[config.mk]
export PLATFORM = sky130hd
export DESIGN_NAME = psdf_mul
export DESIGN_NICKNAME = d
export VERILOG_FILES = /design/src/design/psdf_pkg.sv /design/src/design/psdf_mul.sv
export SDC_FILE = /design/constraint.sdc
export NUM_CORES = 1
export LEC_CHECK = 0
export BUFFER_PORTS_ARGS = -buffer_cell sky130_fd_sc_hd__buf_2
export CORE_MARGIN = 4
export CORE_UTILIZATION = 60
export DETAILED_ROUTE_END_ITERATION = 8
export PLACE_DENSITY = 0.78
export SLEW_MARGIN = 0
export SYNTH_ARGS = -nofsm -noshare
export SYNTH_HDL_FRONTEND = slang
export SYNTH_SLANG_ARGS = --single-unit
[constraint.sdc]
create_clock -name clk -period 20.6 [get_ports clk]
set_input_delay 3.09 -clock clk [delete_from_list [all_inputs] [get_ports clk]]
set_output_delay 3.09 -clock clk [all_outputs]
set_load 0.05 [all_outputs]
[src/design/psdf_pkg.sv]
// ----------------------------------------------------------------------------
// psdf_pkg
// Shared types, constants and helpers for the polyhedron plane SDF evaluator.
// ----------------------------------------------------------------------------
package psdf_pkg;

  localparam int MAX_PLANES   = 16;
  localparam int PLANE_IDX_W  = $clog2(MAX_PLANES);
  localparam int MAX_HALF_EXP = 8;
  localparam int COORD_W      = 24;
  localparam int PROD_W       = 2 * COORD_W;
  localparam int DOT_W        = PROD_W + 2;
  localparam int TERM_W       = 48;
  localparam int ACC_W        = 2 * TERM_W;
  localparam int DIV_CNT_W    = 6;
  localparam int ROOT_MSB     = 32;
  localparam int ROOT_W       = ROOT_MSB + 1;
  localparam int BIT_W        = 6;
  localparam int RES_W        = 36;
  localparam int MAXV_W       = 35;

  localparam logic [TERM_W-1:0] TERM_CAP = {TERM_W{1'b1}};
  localparam logic signed [RES_W-1:0] FIX_ONE = 36'sd65536;
  localparam logic signed [RES_W-1:0] OUT_MAX = 36'sd8388607;
  localparam logic signed [RES_W-1:0] OUT_MIN = -36'sd8388608;

  // Configuration register indexes
  localparam logic CFG_EXP_HALF   = 1'b0;
  localparam logic CFG_PLANE_CNT  = 1'b1;

  // Opcodes
  localparam logic OP_LOAD = 1'b0;
  localparam logic OP_EVAL = 1'b1;

  typedef logic signed [COORD_W-1:0] coord_t;

  typedef enum logic [3:0] {
    ST_IDLE,
    ST_FETCH,
    ST_DOT,
    ST_MAXUP,
    ST_DIV,
    ST_POW,
    ST_SUM,
    ST_RCMP,
    ST_FIN
  } state_t;

  // Magnitude of a signed coordinate; the most negative value maps to 2^23.
  function automatic logic [COORD_W-1:0] mag24(input coord_t v);
    logic [COORD_W-1:0] m;
    m = v[COORD_W-1] ? COORD_W'(-v) : COORD_W'(v);
    return m;
  endfunction

endpackage

[src/design/psdf_mul.sv]
// ----------------------------------------------------------------------------
// psdf_mul
// Shared 24x24 unsigned multiplier with a registered product.
// ----------------------------------------------------------------------------
module psdf_mul (
  input  logic                          clk,
  input  logic [psdf_pkg::COORD_W-1:0]  a,
  input  logic [psdf_pkg::COORD_W-1:0]  b,
  output logic [psdf_pkg::PROD_W-1:0]   p_r
);
  import psdf_pkg::*;

  // product register
  always_ff @(posedge clk) begin
    p_r <= PROD_W'(a) * PROD_W'(b);
  end

endmodule

# After elaboration in Yosys (flattened, before gate mapping)
# Index checks and enable logic that the tools add are counted.
[word_totals]
ff_bits = 48
input_bits = 49
output_inout_bits = 48
wordCells = 2
[classes]
n_mul = 1
[op_table]
columns = ["cell", "n"]
rows = [
  ["24-bit by 24-bit multiplier with 48-bit output", 1],
]

# Longest topological paths before layout
[depth]
ltp_word = 1
ltp_mapped = 26
mapped_depth_nobuf = 24

# Worst setup path before layout
# OpenSTA, ideal clock, no wires.
[synth_path]
path_kind = "input-to-reg"
startpoint = "input port b[3] (netlist bit)"
endpoint = "register p_r[44] (netlist bit)"
t_arrival_ns = 9.034
required_ns = 20.536
path_slack_ns = 11.502
path_stages = 25
path_buffers = 1
path_cell_list = "clkbuf_1 nand2_1 fa_1 inv_1 fa_1 inv_1 fa_1 inv_1 fa_1 inv_1 fa_1 inv_1 fa_1 inv_1 fa_1 inv_1 ha_1 a21oi_1 nand2_1 nor3_1 a2111oi_4 o21ai_1 a21oi_1 or3_1 nand4_1"
[synth_via]
elab_chain_len = 1
[synth_rtl]
columns = ["item", "line_no", "text"]
rows = [
  ["from (decl)", "psdf_mul.sv:8", "input logic [psdf_pkg::COORD_W-1:0] b,"],
  ["24-bit by 24-bit multiplier with 48-bit output", "psdf_mul.sv:15", "p_r <= PROD_W'(a) * PROD_W'(b);"],
  ["to (signal assigned)", "psdf_mul.sv:15", ""],
  ["to (decl)", "psdf_mul.sv:9", "output logic [psdf_pkg::PROD_W-1:0] p_r"],
]
# Every way passes these cells.

# Worst setup path in the final report
[layout_path]
startpoint = "input port a[19] (netlist bit)"
endpoint = "register p_r[46] (netlist bit)"
[layout_via]
elab_chain_len = 1
[layout_rtl]
columns = ["item", "line_no", "text"]
rows = [
  ["from (decl)", "psdf_mul.sv:7", "input logic [psdf_pkg::COORD_W-1:0] a,"],
  ["24-bit by 24-bit multiplier with 48-bit output", "psdf_mul.sv:15", ""],
]
# Every way passes these cells.

==> results.md <==
- Vias in the first global route: 16200
- Critical Path Sink: p_r[46]
- Max reg flops: 48
- Max_slew headroom: 47.9%
- Share of the yosys chip area belonging to registers: 4.79%
- CTS tree: yes
- Num rows: 66
- Largest regs: p_r (48)
- Max_cap viols: 0
- First-pass detailed-route iteration total: 6
- Clk sink count: 48
- Crit path DAT: 9.97 ns
- Fin nets: 2941
- Vias/cell: 5.52
- Port-buffer cells: 96
- EDFF count, synth: 0
- Worst-margin pin slew: 0.774 ns
- FF+latch count, synth: 48
- Synth top area share: 48.1%
- Ratio of cells with drive above 1 in the final layout: 5.27%
- Starting DRC count in detailed routing: 1074
- Total grt overflow: 0
- Post-Syn Instances: 2238
- CTS buffer count: 5
- Height of the die: 191 microns
- # fillers: 2701
- Final Max Slew Viols: 0
- WL/cell: 18.5 microns
- Max clock buf depth: 2
- DR vias: 14800
- Crit path from: a[19]
- Max Fanout on Critical Path: 24
- Crit end category: register
- Biggest register: p_r
- # IOs: 97
- Hold Crit Class: in2reg
- Status: completed
- Req. time, crit path: 20.83 ns
- Final hold viol count: 0
- Crit path kind: in2reg
- Tot GR Track Use: 29.6%
- Layout area overhead: 4.12%
- Max Freq: 0.103 GHz
- CTS clk-pin slew, worst paths: 0.09 ns
- Synthesized Nets: 2943
- RSZ-0062 raised after global routing: no
- DIE AREA: 36400 sq um
- Final GP Congestion: 0.916
- CTS resizes: 0
- Synthesized cell area: 20100 sq um
- Setup_tns: 0 ns
- Hold_sp: b[0]
- Yosys top cell by area: fa_1
- H-tree Lvls: 2
- Residual DRC: 0
- Synthesized area per cell: 8.96 sq um
- Initial antenna violation count: 2
- Critical path startpoint category: input port
- Multi-input gate area: 16600 sq um
- Hpwl dp: 39.3 mm
- Drt total wl: 49.7 mm
- Synth area leaders: fa_1, ha_1, inv_1, and2_1, nand2_1
- Pin count of the biggest net entering global routing: 25
- Count of different cell masters after synthesis: 51
- Highest-count cells in the layout ignoring fill and taps: inv_1, fa_1, nand2_1, and2_1, ha_1
- Final Critical Period: 9.75 ns
- # hold bufs at CTS: 0
- Post-CTS setup buffers: 0
- First-pass GRT wire length: 84.4 mm
- Die Span X: 191 microns
- Storage element area: 961 sq um
- Core area: 32800 sq um
- Main flop type after synthesis: dfxtp_1
- Final Util: 63.7%
- WHS Path Cells: 2
- Root buffer cell: clkbuf_16
- Syn. warnings: 0
- FFs w/ async S/R, synth: 0%
- Most common cell after layout, fill and taps aside: inv_1
- Period utilization: 47.3%
- Worst-case hold slack: 3.29 ns
- Antenna viol nets, final: 0
- Initial Utilization: 61.2%
- Final setup vio count: 0
## per-stage QoR
step,std cells,worst slack [ns],instance area [sq um]
finish,2680,10.85,20900
global route,2679,10.40,20900
CTS,2679,10.93,20900
detailed placement,2671,10.60,20700
global placement,2671,10.71,20700
floorplan,2238,11.50,20100
## worst max-delay path, cell delays in order
cell       delay (ns)
buf_2            0.49
nand2_1          0.17
fa_1             0.57
inv_1            0.05
fa_1             0.47
inv_1            0.05
fa_1             0.49
fa_1             0.52
inv_1            0.06
fa_1             0.50
fa_1             0.50
inv_1            0.05
fa_1             0.57
inv_1            0.08
ha_1             0.42
and4_4           0.29
nor3b_2          0.16
a22oi_1          0.13
a2111oi_4        0.48
o21ai_1          0.17
a21oi_1          0.35
nand4_1          0.13
and3_1           0.16
## metal layers
layer  routed length, microns  GRT usage [%]  vias up
li1                         -              -     6481
met1                    20200           41.7     7441
met2                    22300           44.9      779
met3                     6110           10.1       85
met4                     1020           7.18        2
met5                       13              0        -
## cell usage after synthesis (4+ instances only)
master,number
nor3_1,10
a211o_1,4
o21ai_0,15
xor2_1,13
a31oi_1,5
nor2b_1,4
o21bai_1,8
o21a_1,5
a21o_1,16
inv_1,559
clkbuf_1,98
nand4_1,13
nor2_1,21
ha_1,174
dfxtp_1,48
and3_1,4
xnor2_1,30
nand2_1,307
a21oi_1,48
nand3_1,14
a211oi_1,7
buf_2,7
or3_1,5
fa_1,482
o21ai_1,4
and2_1,304
## cell type report
cell class,count,area share (%)
diodes,1,0.0120
clock buffers,5,0.599
clock inverters,3,0.330
inverters,559,10.0
multi-input cells,1526,79.5
flip-flops and latches,48,4.60
well taps,442,2.65
repair buffers,96,2.30
## logic make-up after synthesis
group / after synthesis / synth area share [%]
AO/OA/AOI/OAI: 131 / 4.32
XOR/XNOR: 43 / 1.88
adder cells (fa/ha/maj): 656 / 59.0
buffers and inverters: 664 / 12.5
flip-flops: 48 / 4.79
AND/OR/NAND/NOR: 696 / 17.6
## worst min-delay path by stage
| stage | to |
|---|---|
| floorplan | p_r[0] |
| global placement | p_r[3] |
| detailed placement | p_r[4] |
| CTS | p_r[0] |
| global route | p_r[0] |
| finish | p_r[0] |
Power is left out: the tool's default activity adds up to more than one toggle a clock period on the data nets, which glitch-free logic cannot reach.
