[config.mk]
export PLATFORM = sky130hd
export DESIGN_NAME = psdf_div
export DESIGN_NICKNAME = d
export VERILOG_FILES = /design/src/design/psdf_pkg.sv /design/src/design/psdf_div.sv
export SDC_FILE = /design/constraint.sdc
export NUM_CORES = 1
export LEC_CHECK = 0
export BUFFER_PORTS_ARGS = -buffer_cell sky130_fd_sc_hd__buf_2
export CAP_MARGIN = 25
export CORE_MARGIN = 3
export CORE_UTILIZATION = 49
export CTS_CLUSTER_SIZE = 25
export DETAILED_ROUTE_END_ITERATION = 10
export PLACE_DENSITY_LB_ADDON = 0.2
export SLEW_MARGIN = 5
export SYNTH_ARGS = -nofsm -noshare
export SYNTH_HDL_FRONTEND = slang
export SYNTH_SLANG_ARGS = --single-unit
[constraint.sdc]
create_clock -name clk -period 2.5 [get_ports clk]
set_input_delay 0.375 -clock clk [delete_from_list [all_inputs] [get_ports clk]]
set_output_delay 0.375 -clock clk [all_outputs]
set_load 0.03 [all_outputs]
[src/design/psdf_pkg.sv]
// ----------------------------------------------------------------------------
// psdf_pkg
// Shared types, constants and helpers for the polyhedron plane SDF evaluator.
// ----------------------------------------------------------------------------
package psdf_pkg;

  localparam int MAX_PLANES   = 16;
  localparam int PLANE_IDX_W  = $clog2(MAX_PLANES);
  localparam int MAX_HALF_EXP = 8;
  localparam int COORD_W      = 24;
  localparam int PROD_W       = 2 * COORD_W;
  localparam int DOT_W        = PROD_W + 2;
  localparam int TERM_W       = 48;
  localparam int ACC_W        = 2 * TERM_W;
  localparam int DIV_CNT_W    = 6;
  localparam int ROOT_MSB     = 32;
  localparam int ROOT_W       = ROOT_MSB + 1;
  localparam int BIT_W        = 6;
  localparam int RES_W        = 36;
  localparam int MAXV_W       = 35;

  localparam logic [TERM_W-1:0] TERM_CAP = {TERM_W{1'b1}};
  localparam logic signed [RES_W-1:0] FIX_ONE = 36'sd65536;
  localparam logic signed [RES_W-1:0] OUT_MAX = 36'sd8388607;
  localparam logic signed [RES_W-1:0] OUT_MIN = -36'sd8388608;

  // Configuration register indexes
  localparam logic CFG_EXP_HALF   = 1'b0;
  localparam logic CFG_PLANE_CNT  = 1'b1;

  // Opcodes
  localparam logic OP_LOAD = 1'b0;
  localparam logic OP_EVAL = 1'b1;

  typedef logic signed [COORD_W-1:0] coord_t;

  typedef enum logic [3:0] {
    ST_IDLE,
    ST_FETCH,
    ST_DOT,
    ST_MAXUP,
    ST_DIV,
    ST_POW,
    ST_SUM,
    ST_RCMP,
    ST_FIN
  } state_t;

  // Magnitude of a signed coordinate; the most negative value maps to 2^23.
  function automatic logic [COORD_W-1:0] mag24(input coord_t v);
    logic [COORD_W-1:0] m;
    m = v[COORD_W-1] ? COORD_W'(-v) : COORD_W'(v);
    return m;
  endfunction

endpackage

[src/design/psdf_div.sv]
// ----------------------------------------------------------------------------
// psdf_div
// Restoring divider, 48-bit dividend by 24-bit divisor, one quotient bit a cycle.
// ----------------------------------------------------------------------------
module psdf_div (
  input  logic                          clk,
  input  logic                          rst_n,
  input  logic                          start,
  input  logic [psdf_pkg::TERM_W-1:0]   dividend,
  input  logic [psdf_pkg::COORD_W-1:0]  divisor,
  output logic                          done_r,
  output logic [psdf_pkg::TERM_W-1:0]   quot_r
);
  import psdf_pkg::*;

  logic [COORD_W-1:0]   rem_r;
  logic [DIV_CNT_W-1:0] cnt_r;
  logic                 busy_r;
  logic [COORD_W:0]     trial;
  logic                 fits;

  // trial subtract
  assign trial = {rem_r, quot_r[TERM_W-1]};
  assign fits  = trial >= {1'b0, divisor};

  // control
  always_ff @(posedge clk) begin
    if (!rst_n) begin
      busy_r <= 1'b0;
      done_r <= 1'b0;
      cnt_r  <= '0;
    end else begin
      done_r <= 1'b0;
      if (start) begin
        busy_r <= 1'b1;
        cnt_r  <= DIV_CNT_W'(TERM_W);
      end else if (busy_r) begin
        cnt_r <= cnt_r - 1'b1;
        if (cnt_r == DIV_CNT_W'(1)) begin
          busy_r <= 1'b0;
          done_r <= 1'b1;
        end
      end
    end
  end

  // datapath
  always_ff @(posedge clk) begin
    if (start) begin
      rem_r  <= '0;
      quot_r <= dividend;
    end else if (busy_r) begin
      rem_r  <= fits ? COORD_W'(trial - {1'b0, divisor}) : COORD_W'(trial);
      quot_r <= {quot_r[TERM_W-2:0], fits};
    end
  end

endmodule

== Yosys cells after proc, flatten, opt, wreduce, memory -nomap -nowiden ==
Index checks and enable logic that the tools add are counted.
W data, S select, Z words.

* Flip-flop bits (word level): 80
* Bits of input ports: 75
* Output and inout port bits: 49
* Logic and storage cells: 24

* $add $sub $neg: 2
* Order comparisons: 1
* Equality and inequality tests: 1
* Multiplexer cells: 9
* Bitwise gates (word level): 2
* Reductions and logical operators: 3

{| class="wikitable"
|+ Operators with widths
! operator !! count
|-
| $mux W48 || 2
|-
| $ge A25 B24 Y1 || 1
|-
| $mux W24 || 1
|-
| $sub A24 B24 Y24 || 1
|-
| $mux W6 || 2
|-
| $eq A6 B1 Y1 const B || 1
|-
| $sub A6 B1 Y6 const B || 1
|-
| $mux W1 || 4
|-
| $reduce_or A3 Y1 || 1
|-
| $not A1 Y1 || 2
|-
| $reduce_bool A2 Y1 || 1
|-
| $reduce_or A2 Y1 || 1
|}

== Depth between registers and ports, before layout ==
Gate-level depths: netlist of run 1.

* Depth in word-level cells: 4
* Gate-level depth with buffers: 12
* Gate-level depth less buffers: 11

== Least setup slack after synthesis of run 1 ==
OpenSTA, ideal clock, no wires.

* Path type: input to register
* Start: in divisor[15] (netlist name)
* End: reg rem_r[0]
* Setup time: 0.135 ns
* Arrival: 2.454 ns
* Data required time: 2.365 ns
* Setup slack: -0.089 ns
* Stages on the path: 12
* Cell sequence: inv_1 -> ha_1 -> buf_2 -> and3_4 -> and4_1 -> a32oi_2 -> nand4_2 -> a211oi_4 -> buf_6 -> nor2_1 -> a211oi_1 -> a211oi_1

* Longest elaborated chain between the ends: 2

{| class="wikitable"
|+ Ends and longest elaborated chain
! what !! RTL line !! source
|-
| start, declared || psdf_div.sv:10 || <nowiki>input logic [psdf_pkg::COORD_W-1:0] divisor,</nowiki>
|-
| $ge A25 B24 Y1 || psdf_div.sv:24 || <nowiki>assign fits = trial >= {1'b0, divisor};</nowiki>
|-
| $mux W24 || psdf_div.sv:53 || <nowiki>rem_r <= fits ? COORD_W'(trial - {1'b0, divisor}) : COORD_W'(trial);</nowiki>
|-
| end signal, assigned || psdf_div.sv:53 ||
|-
| end, declared || psdf_div.sv:16 || <nowiki>logic [COORD_W-1:0] rem_r;</nowiki>
|}

No other way between the ends.
A chain may end at the register's enable or synchronous reset.

== Worst setup path in the final report of run 1 ==
* Start: reg rem_r[4]
* End: reg rem_r[14]

* Longest elaborated chain between the ends: 2
* Elaborated cells on any way between the ends: 3

{| class="wikitable"
|+ Ends and longest elaborated chain
! what !! RTL line
|-
| $sub A24 B24 Y24 or $ge A25 B24 Y1 (tied branches) || psdf_div.sv:53, psdf_div.sv:24
|-
| $mux W24 (*) || psdf_div.sv:53
|}

Mark *: on every way between the ends. The rest lies on a longest branch, timed or not.

==> results of run 1 <==
per-stage QoR:
stage          worst slack, ns  hold WS (ns)  power (mW)  cell area [um^2]
2_1_floorplan         0.003002        0.4625       2.465              4900
3_3_place_gp           -0.2057        0.4818       2.848              6083
3_5_place_dp           -0.3240        0.4960       2.877              6083
4_1_cts               -0.04906        0.2862       4.126              6553
5_1_grt                -0.1657        0.2959       4.437              6815
6_report              -0.05376        0.3032       4.245              6815
how the worst min path moves through the flow:
stage / depth (start not counted) / start / end / slack, ns
floorplan: 2 / rem_r[8]$_SDFFE_PP0P_ / rem_r[8]$_SDFFE_PP0P_ / 0.46
global placement: 2 / cnt_r[1]$_SDFFE_PP0P_ / cnt_r[1]$_SDFFE_PP0P_ / 0.48
detailed placement: 2 / rem_r[10]$_SDFFE_PP0P_ / rem_r[10]$_SDFFE_PP0P_ / 0.50
CTS: 2 / rst_n / cnt_r[4]$_SDFFE_PN0P_ / 0.29
global route: 2 / rst_n / cnt_r[4]$_SDFFE_PN0P_ / 0.30
finish: 2 / rst_n / cnt_r[4]$_SDFFE_PN0P_ / 0.30
layout make-up:
class | count | area, um^2 | share of cell area
Clock buffer | 9 | 123.9 | 0.01818
Clock inverter | 6 | 115.1 | 0.01689
Inverter | 34 | 130.1 | 0.01909
Multi-Input combinational cell | 324 | 2845 | 0.4175
Sequential cell | 80 | 2090 | 0.3066
Tap cell | 129 | 161.4 | 0.02368
Timing Repair Buffer | 207 | 1350 | 0.1981
layout by cell type (no fill, tap or decap), drive strengths merged, types with 10 or more instances in the layout:
cell / netlist / routed
a211oi: 25 / 25
a21oi: 25 / 25
buf: 7 / 206
clkbuf: 16 / 10
dfxtp: 32 / 32
edfxtp: 48 / 48
ha: 26 / 26
inv: 34 / 36
mux2: 48 / 48
mux2i: 14 / 14
nand2: 18 / 18
nor2: 36 / 36
o21ai: 13 / 13
xnor2: 14 / 14
flip-flops by register name, summed over array words and instances (netlist names):
register,count
busy_r,1
cnt_r,6
done_r,1
quot_r,48
rem_r,24
power groups by stage:
stage	registers [mW]	logic (mW)	clock network (mW)
global route	1.65	1.56	1.23
finish	1.63	1.45	1.16
CTS	1.63	1.32	1.18
global placement	1.64	1.20	0
detailed placement	1.65	1.23	0
floorplan	1.81	0.653	0
repair_timing:
action / 4_1_cts / 5_1_grt
pin swaps: 14 / 21
endpoints found under the setup margin: 19 / 25
hold buffers: 0 / 0
resized for setup: 26 / 52
buffers inserted: 10 / 6
cloned: 1 / 2
worst reg2reg max path, delay by kind of cell (launching register included):
family	cells	cell delay (ns)
muxes	1	0.22
AOI/OAI and AO/OA	3	0.69
buffers and inverters	2	0.32
DFF	1	0.34
and+or+nand+nor	2	0.68
adders and majority gates	1	0.19
per-layer routing:
metal | routed length, um | vias up | track usage
met1 | 5497 | 2021 | 0.2792
met5 | 0 | - | 0
met4 | 283 | 0 | 0.06842
met3 | 584 | 26 | 0.04654
li1 | - | 2082 | -
met2 | 6390 | 127 | 0.3770
cells by family after synthesis:
| kind of cell | Yosys count | synth area share |
|---|---|---|
| adders and majority gates | 27 | 0.07147 |
| muxes | 62 | 0.1409 |
| buffers and inverters | 57 | 0.04894 |
| DFF | 80 | 0.4309 |
| and+or+nand+nor | 104 | 0.1100 |
| AOI/OAI and AO/OA | 108 | 0.1561 |
| xor gates and xnor gates | 23 | 0.04169 |
==> metrics.yaml, run 1 <==
period_needed_ns: 2.554
track_usage: 0.2206
cts_tree: "yes"
fin_skew_ns: 0.01591
drive_gt1_frac: 0.5197
insertion_delay_ns: 0.36
crit_path_max_fanout: 5
yosysWarnings: 0
finalHoldViolations: 0
seq_power_share: 0.384
syn_area_per_cell_um2: 10.48
gp_congestion: 0.8576
vias_per_cell: 5.394
cp-start-kind: "flip-flop"
stdcell_count: 789
peakVddDrop_uv: 340.5
p_switching_mw: 1.346
cap_viol_max_count: 0
pwr-share-comb: 0.342
h-tree-depth: 3
synthTopCellsByCount: "edfxtp_1 (48), mux2_2 (48), nor2_1 (36), inv_1 (34), dfxtp_1 (32)"
dieArea_um2: 11090
synth.area.top_cells: "edfxtp_1 (30%), dfxtp_1 (13%), mux2_2 (11%), ha_1 (6.7%), a211oi_1 (3.7%)"
yosys.cell_types.count: 54
r2r_start: "rem_r[4]$_SDFFE_PP0P_"
worstSetupEndpointType: "flip-flop"
dp_hpwl_um: 8846
clk_pin_slew_ns: 0.09
final_nets: 758
period_share: 1.022
path_cells: "ha_2 > or4_4 > o211ai_2 > nand4_2 > a211oi_4 > buf_6 > buf_8 > mux2i_2 > a211oi_2"
post-route-util: 0.7239
rsz0062_at_grt: "true"
clockPowerShare: 0.274
drt_wl_total_um: 12760
synth_ff_type: "edfxtp_1"
arrival_ns: 2.77
slowest_stage: "or4_4"
cpPeakStageDelay_ns: 0.54
cts.path.max_buffers: 2
ys_seq_area_frac: 0.4309
vias: 4256
regToRegEndpoint: "rem_r[14]$_SDFFE_PP0P_"
p_sw_frac: 0.3172
cp-startpoint: "rem_r[4]$_SDFFE_PP0P_"
hold_class: "input port to flip-flop"
fin_tns_setup_ns: -0.3708
crit_buf_inv: 2
gr-total-overflow: 0
route.detailed.drc: 0
dp_cells: 756
tightestPinTransition_ns: 0.5775
synth_top_area_frac: 0.2983
die_h_um: 105.3
cp_data_required_time_ns: 2.72
drt_iter0_markers: 206
antenna_cells: 0
drtPass1Iterations: 5
pin_count: 124
crit_family: "compound AO/OA/AOI/OAI gates"
cts-root-buf: "clkbuf_8"
grt_pass1_vias: 4194
antenna_found_initial: 0
syn_nets: 563
violations: "setup timing"
ys_ff_latch: 80
syn_area_um2: 4832
die_x_um: 105.3
initial_core_util: 0.5132
fmax_ghz: 0.3916
slew_violations: 0
rrSetupSlack_ns: -0.05
synthArstFlopShare: 0
placementRows: 35
clock-sinks: 80
slew-limit-headroom: 0.6150
grt_max_degree: 49
grt_pass1_wl_um: 20050
synth_largest_area_cell: "edfxtp_1"
portBuffers: 123
ant_nets: 0
synthCells: 461
endpoint: "rem_r[14]$_SDFFE_PP0P_"
rr_worst_depth: 9
fillers: 698
syn_to_final_growth_pct: 41.04
cp.depth: 9
synth_edf_count: 48
finalSetupViolations: 16
outcome: "finished, violations left"
wl_per_cell_um: 16.17
cts_inserted_buffers: 9
finalWorstSetupSlack_ns: -0.05376
core_area_um2: 9415
power_density_nw_per_um2: 622.8
p_int_mw: 2.898
p_leak_nw: 2.996
critical_path_class: "flip-flop to flip-flop"
Note: power is estimated with default switching activity, not from simulation.
==> inputs of run 2 (changes only) <==
--- a/config.mk
+++ b/config.mk
@@ -12,6 +12,7 @@
 export CTS_CLUSTER_SIZE = 25
 export DETAILED_ROUTE_END_ITERATION = 10
 export PLACE_DENSITY_LB_ADDON = 0.2
+export REMOVE_ABC_BUFFERS = 1
 export SLEW_MARGIN = 5
 export SYNTH_ARGS = -nofsm -noshare
 export SYNTH_HDL_FRONTEND = slang
==> metrics.yaml, run 2 (synthesis results as in run 1) <==
outcome: "finished, violations left"  # unchanged
violations: "setup timing"  # unchanged
track_usage: 0.2174  # was 0.2206
vias_per_cell: 5.295  # was 5.394
hold_path_startpoint: "rst_n"  # unchanged
regMostFlops: "quot_r"  # unchanged
initial_core_util: 0.5132  # unchanged
wl_met3_um: 454  # was 584 um
finalSetupViolations: 4  # was 16
regToRegEndpoint: "rem_r[1]$_SDFFE_PP0P_"  # was rem_r[14]$_SDFFE_PP0P_
wl_met1_um: 5296  # was 5497 um
fin_skew_ns: 0.01137  # was 0.01591 ns
rr_worst_depth: 8  # was 9
die_h_um: 105.3  # unchanged
gp_congestion: 0.8727  # was 0.8576
period_needed_ns: 2.524  # was 2.554 ns
drt_iter0_markers: 195  # was 206
slew_violations: 0  # unchanged
critical_path_class: "flip-flop to flip-flop"  # unchanged
wl_per_cell_um: 15.30  # was 16.17 um
drt_wl_total_um: 12130  # was 12,760 um
fmax_ghz: 0.3962  # was 0.3916 GHz
clock-sinks: 80  # unchanged
stdcell_count: 793  # was 789
grt_pass1_wl_um: 19880  # was 20,050 um
crit_path_max_fanout: 6  # was 5
worstSetupEndpointType: "flip-flop"  # unchanged
antenna_cells: 0  # unchanged
finalHoldViolations: 0  # unchanged
finalWorstSetupSlack_ns: -0.02424  # was -0.05376 ns
portBuffers: 123  # unchanged
path_cells: "ha_4 > or4_4 > o211ai_4 > nand4_4 > a211oi_4 > buf_6 > mux2_4 > o22ai_1"  # was ha_2 > or4_4 > o211ai_2 > nand4_2 > a211oi_4 > buf_6 > buf_8 > mux2i_2 > a211oi_2
pin_count: 124  # unchanged
worstHoldEndpoint: "cnt_r[4]$_SDFFE_PN0P_"  # unchanged
largestRegisters: "quot_r: 48 flops, rem_r: 24 flops, cnt_r: 6 flops"  # unchanged
antenna_found_initial: 0  # unchanged
die_x_um: 105.3  # unchanged
drive_gt1_frac: 0.4880  # was 0.5197
grt_pass1_vias: 4300  # was 4,194
cp-startpoint: "rem_r[5]$_SDFFE_PP0P_"  # was rem_r[4]$_SDFFE_PP0P_
cap_viol_max_count: 0  # unchanged
clk_pin_slew_ns: 0.10  # was 0.09 ns
power_density_nw_per_um2: 583.7  # was 622.8 nW/um^2
slowest_stage: "or4_4"  # unchanged
cp-start-kind: "flip-flop"  # unchanged
cpPeakStageDelay_ns: 0.57  # was 0.54 ns
met2_length_um: 6267  # was 6390 um
cts_tree: "yes"  # unchanged
finalPower_mw: 3.879  # was 4.245 mW
arrival_ns: 2.80  # was 2.77 ns
cts_inserted_buffers: 9  # unchanged
rrSetupSlack_ns: -0.02  # was -0.05 ns
slew-limit-headroom: 0.6780  # was 0.6150
final_cell_mix: "buf_2 (124), buf_4 (79), edfxtp_1 (48), mux2_2 (47), nor2_1 (36)"  # was buf_2 (123), buf_4 (70), edfxtp_1 (48), mux2_2 (47)
mostFrequentLayoutCell: "buf_2"  # unchanged
core_area_um2: 9415  # unchanged
final_nets: 761  # was 758
grt_max_degree: 49  # unchanged
syn_to_final_growth_pct: 37.55  # was 41.04%
peakVddDrop_uv: 421.3  # was 340.5 uV
drtPass1Iterations: 4  # was 5
r2r_start: "rem_r[5]$_SDFFE_PP0P_"  # was rem_r[4]$_SDFFE_PP0P_
p_leak_nw: 2.945  # was 2.996 nW
route.detailed.drc: 0  # unchanged
gr-total-overflow: 0  # unchanged
dp_hpwl_um: 9056  # was 8846 um
whs_path_depth: 2  # unchanged
h-tree-depth: 3  # unchanged
highest_layer: "met4"  # unchanged
hold_class: "input port to flip-flop"  # unchanged
dieArea_um2: 11090  # unchanged
largest_reg_flops: 48  # unchanged
fillers: 722  # was 698
dp_cells: 771  # was 756
insertion_delay_ns: 0.35  # was 0.36 ns
cts.path.max_buffers: 2  # unchanged
tightestPinTransition_ns: 0.4786  # was 0.5775 ns
cts-root-buf: "clkbuf_8"  # unchanged
period_share: 1.010  # was 1.022
ant_nets: 0  # unchanged
cp_data_required_time_ns: 2.77  # was 2.72 ns
placementRows: 35  # unchanged
vias: 4199  # was 4,256
rsz0062_at_grt: "true"  # unchanged
## run 2: changes by cell type in the layout (fill, tap and decap cells not counted), moves of 3 or more
cell,delta
a21oi_2,-4
inv_2,-3
ha_1,-3
a211oi_1,+5
buf_4,+9
buf_8,-3
bufinv_16,-3
a211oi_2,-5
nor2_2,-4
inv_1,+4
a21oi_1,+4
nor2_1,+6
## run 2: layer usage
| metal | vias up | track usage |
|---|---|---|
| met3 | 10 | 0.04470 |
| li1 | 2092 | - |
| met1 | 2009 | 0.2667 |
| met5 | - | 0 |
| met4 | 0 | 0.05248 |
| met2 | 88 | 0.3893 |
## run 2: worst max-delay path, delay by kind of cell (launching register included)
family	cells	cell delay, ns
AOI/OAI and AO/OA	3	0.76
adders and majority gates	1	0.16
muxes	1	0.30
DFF	1	0.35
buffers and inverters	1	0.19
and+or+nand+nor	2	0.68
## run 2: worst max path at each step
| stage | to |
|---|---|
| 2_1_floorplan | rem_r[1]$_SDFFE_PP0P_ |
| 3_3_place_gp | rem_r[22]$_SDFFE_PP0P_ |
| 3_5_place_dp | rem_r[2]$_SDFFE_PP0P_ |
| 4_1_cts | rem_r[1]$_SDFFE_PP0P_ |
| 5_1_grt | rem_r[14]$_SDFFE_PP0P_ |
| 6_report | rem_r[1]$_SDFFE_PP0P_ |
## run 2: timing repair
item / in CTS / in global routing
pin swaps: 3 / 13
buffers inserted: 1 / 4
endpoints found under the setup margin: 14 / 25
resized for setup: 24 / 35
hold buffers: 0 / 0
gates cloned: 0 / 1
## run 2: report_power, final
part / switching (mW) / internal (mW)
combinational: 0.719 / 0.642
sequential: 0.0752 / 1.55
clock: 0.523 / 0.371
total: 1.32 / 2.56
## run 2: cell type report
type	instances	area [um^2]	area share
Tap cell	129	161.4	0.02428
Clock buffer	9	123.9	0.01864
Timing Repair Buffer	210	1310	0.1971
Inverter	34	127.6	0.01920
Sequential cell	80	2091	0.3146
Clock inverter	7	56.30	0.008471
Multi-Input combinational cell	324	2776	0.4177
## run 2: metrics by stage
stage	setup TNS (ns)	cell area, um^2	hold slack (ns)	setup slack [ns]	utilization
final	-0.06565	6646	0.2754	-0.02424	0.7059
after detailed placement	-4.437	6133	0.4953	-0.2781	0.6514
after CTS	0	6469	0.2629	0.00009881	0.6870
after floorplan	-14.27	4723	0.4471	-0.6720	-
after global routing	-1.929	6646	0.2615	-0.1279	0.7059
after global placement	-2.732	6133	0.4807	-0.1780	0.6514
==> inputs of run 3 (changes only) <==
--- a/config.mk
+++ b/config.mk
@@ -13,7 +13,7 @@
 export DETAILED_ROUTE_END_ITERATION = 10
 export PLACE_DENSITY_LB_ADDON = 0.2
 export REMOVE_ABC_BUFFERS = 1
-export SLEW_MARGIN = 5
+export SETUP_SLACK_MARGIN = 0.05
 export SYNTH_ARGS = -nofsm -noshare
 export SYNTH_HDL_FRONTEND = slang
 export SYNTH_SLANG_ARGS = --single-unit
==> metrics.yaml, run 3 (synthesis results as in run 1) <==
drt_wl_total_um: 12460  # was 12,130 um
route.detailed.drc: 0  # unchanged
vias: 4261  # was 4,199
p_leak_nw: 2.967  # was 2.945 nW
final_cell_mix: "buf_2 (124), buf_4 (83), edfxtp_1 (48), mux2_2 (47), nor2_1 (36)"  # was buf_2 (124), buf_4 (79), edfxtp_1 (48), mux2_2 (47), nor2_1 (36)
rsz0062_at_grt: "true"  # unchanged
gr-total-overflow: 0  # unchanged
tightestPinTransition_ns: 0.4788  # was 0.4786 ns
power_density_nw_per_um2: 582.9  # was 583.7 nW/um^2
worstSetupEndpointType: "flip-flop"  # unchanged
dp_hpwl_um: 9056  # unchanged
fin_tns_setup_ns: -0.08902  # was -0.06565 ns
crit_path_max_fanout: 6  # unchanged
h-tree-depth: 3  # unchanged
cap_viol_max_count: 0  # unchanged
clock-sinks: 80  # unchanged
place_ws_ns: -0.2781  # unchanged
clk_pin_slew_ns: 0.10  # about the same
cts.path.max_buffers: 2  # unchanged
insertion_delay_ns: 0.35  # about the same
grt_pass1_wl_um: 20160  # was 19,880 um
outcome: "finished, violations left"  # unchanged
design_area_um2: 6686  # was 6646 um^2
cts_tree: "yes"  # unchanged
seq_power_share: 0.417  # was 0.419
cp_data_required_time_ns: 2.78  # was 2.77 ns
clockPowerShare: 0.230  # was 0.231
peakVddDrop_uv: 422.3  # was 421.3 uV
syn_to_final_growth_pct: 38.37  # was 37.55%
cts_inserted_buffers: 9  # unchanged
whs_path_depth: 2  # unchanged
period_needed_ns: 2.542  # was 2.524 ns
dp_cells: 771  # unchanged
gp_congestion: 0.8727  # unchanged
fmax_ghz: 0.3934  # was 0.3962 GHz
drtPass1Iterations: 4  # unchanged
drive_gt1_frac: 0.4925  # was 0.4880
p_switching_mw: 1.326  # was 1.317 mW
final_nets: 765  # was 761
slew-limit-headroom: 0.6779  # was 0.6780
arrival_ns: 2.82  # was 2.80 ns
initial_core_util: 0.5132  # unchanged
finalHoldViolations: 0  # unchanged
antenna_cells: 0  # unchanged
die_x_um: 105.3  # unchanged
track_usage: 0.2209  # was 0.2174
pin_count: 124  # unchanged
placementRows: 35  # unchanged
fin_skew_ns: 0.01277  # was 0.01137 ns
cts-root-buf: "clkbuf_8"  # unchanged
dieArea_um2: 11090  # unchanged
violations: "setup timing"  # unchanged
period_share: 1.017  # was 1.010
regMostFlops: "quot_r"  # unchanged
p_sw_frac: 0.3402  # was 0.3396
place_area_um2: 6133  # unchanged
portBuffers: 123  # unchanged
post-route-util: 0.7102  # was 0.7059
finalSetupViolations: 6  # was 4
drt_iter0_markers: 190  # was 195
hold_ws_ns: 0.2763  # was 0.2754 ns
pwr-share-comb: 0.354  # was 0.351
stdcell_count: 797  # was 793
p_int_mw: 2.572  # was 2.562 mW
largest_reg_flops: 48  # unchanged
hold_class: "input port to flip-flop"  # unchanged
wl_per_cell_um: 15.63  # was 15.30 um
critical_path_class: "flip-flop to flip-flop"  # unchanged
largestRegisters: "quot_r: 48 flops, rem_r: 24 flops, cnt_r: 6 flops"  # unchanged
finalWorstSetupSlack_ns: -0.04174  # was -0.02424 ns
antenna_found_initial: 0  # unchanged
ant_nets: 0  # unchanged
mostFrequentLayoutCell: "buf_2"  # unchanged
vias_per_cell: 5.346  # was 5.295
die_h_um: 105.3  # unchanged
slew_violations: 0  # unchanged
core_area_um2: 9415  # unchanged
grt_pass1_vias: 4333  # was 4,300
cp-start-kind: "flip-flop"  # unchanged
finalPower_mw: 3.897  # was 3.879 mW
grt_max_degree: 49  # unchanged
rr_worst_depth: 8  # unchanged
[run 3: cell types whose count changed in the layout (fill, tap and decap cells not counted), moves of 2 or more]
cell	delta
buf_4	+4
a211oi_1	+2
a211oi_2	-2
or2_2	-2
or2_4	+2
[run 3: timing repair]
item,4_1_cts,5_1_grt
pin swaps,6,9
buffers inserted,2,7
gates cloned,1,0
hold buffers,0,0
resized for setup,31,31
setup endpoints to repair,24,25
[run 3: final cells by class]
| cell class | count | area, um^2 |
|---|---|---|
| clock inverter | 7 | 56.30 |
| sequential | 80 | 2092 |
| clock buffer | 9 | 123.9 |
| inverter | 34 | 127.6 |
| tap | 129 | 161.4 |
| timing repair buffer | 214 | 1340 |
| fill | 716 | 2729 |
| multi-input combinational | 324 | 2785 |
[run 3: power groups by stage]
stage / Sequential (mW) / Combinational [mW] / Clock (mW)
after detailed placement: 1.64 / 1.25 / 0
after global routing: 1.64 / 1.49 / 0.986
after floorplan: 1.82 / 0.587 / 0
final: 1.62 / 1.38 / 0.894
after global placement: 1.64 / 1.22 / 0
after CTS: 1.62 / 1.31 / 0.927
[run 3: critical path, stage by stage (launching register included)]
cell      delay (ns)
dfxtp_2         0.35
ha_4            0.16
or4_4           0.57
o211ai_4        0.24
nand4_4         0.11
a211oi_4        0.42
buf_6           0.20
mux2_4          0.30
o22ai_1         0.11
[run 3: path summary, 6_finish.rpt]
path,slack [ns],to,startpoint
max reg2reg,-0.04,rem_r[1]$_SDFFE_PP0P_,rem_r[3]$_SDFFE_PP0P_
max,-0.04,rem_r[1]$_SDFFE_PP0P_,rem_r[3]$_SDFFE_PP0P_
min reg2reg,0.51,cnt_r[1]$_SDFFE_PP0P_,cnt_r[1]$_SDFFE_PP0P_
min,0.28,cnt_r[4]$_SDFFE_PN0P_,rst_n
[run 3: metal layers]
| metal | track usage | vias up | routed length, um |
|---|---|---|---|
| met2 | 0.3994 | 113 | 6409 |
| met1 | 0.2707 | 2034 | 5379 |
| met3 | 0.04409 | 12 | 552 |
| li1 | - | 2102 | - |
| met4 | 0.04873 | 0 | 120 |
| met5 | 0 | - | 0 |
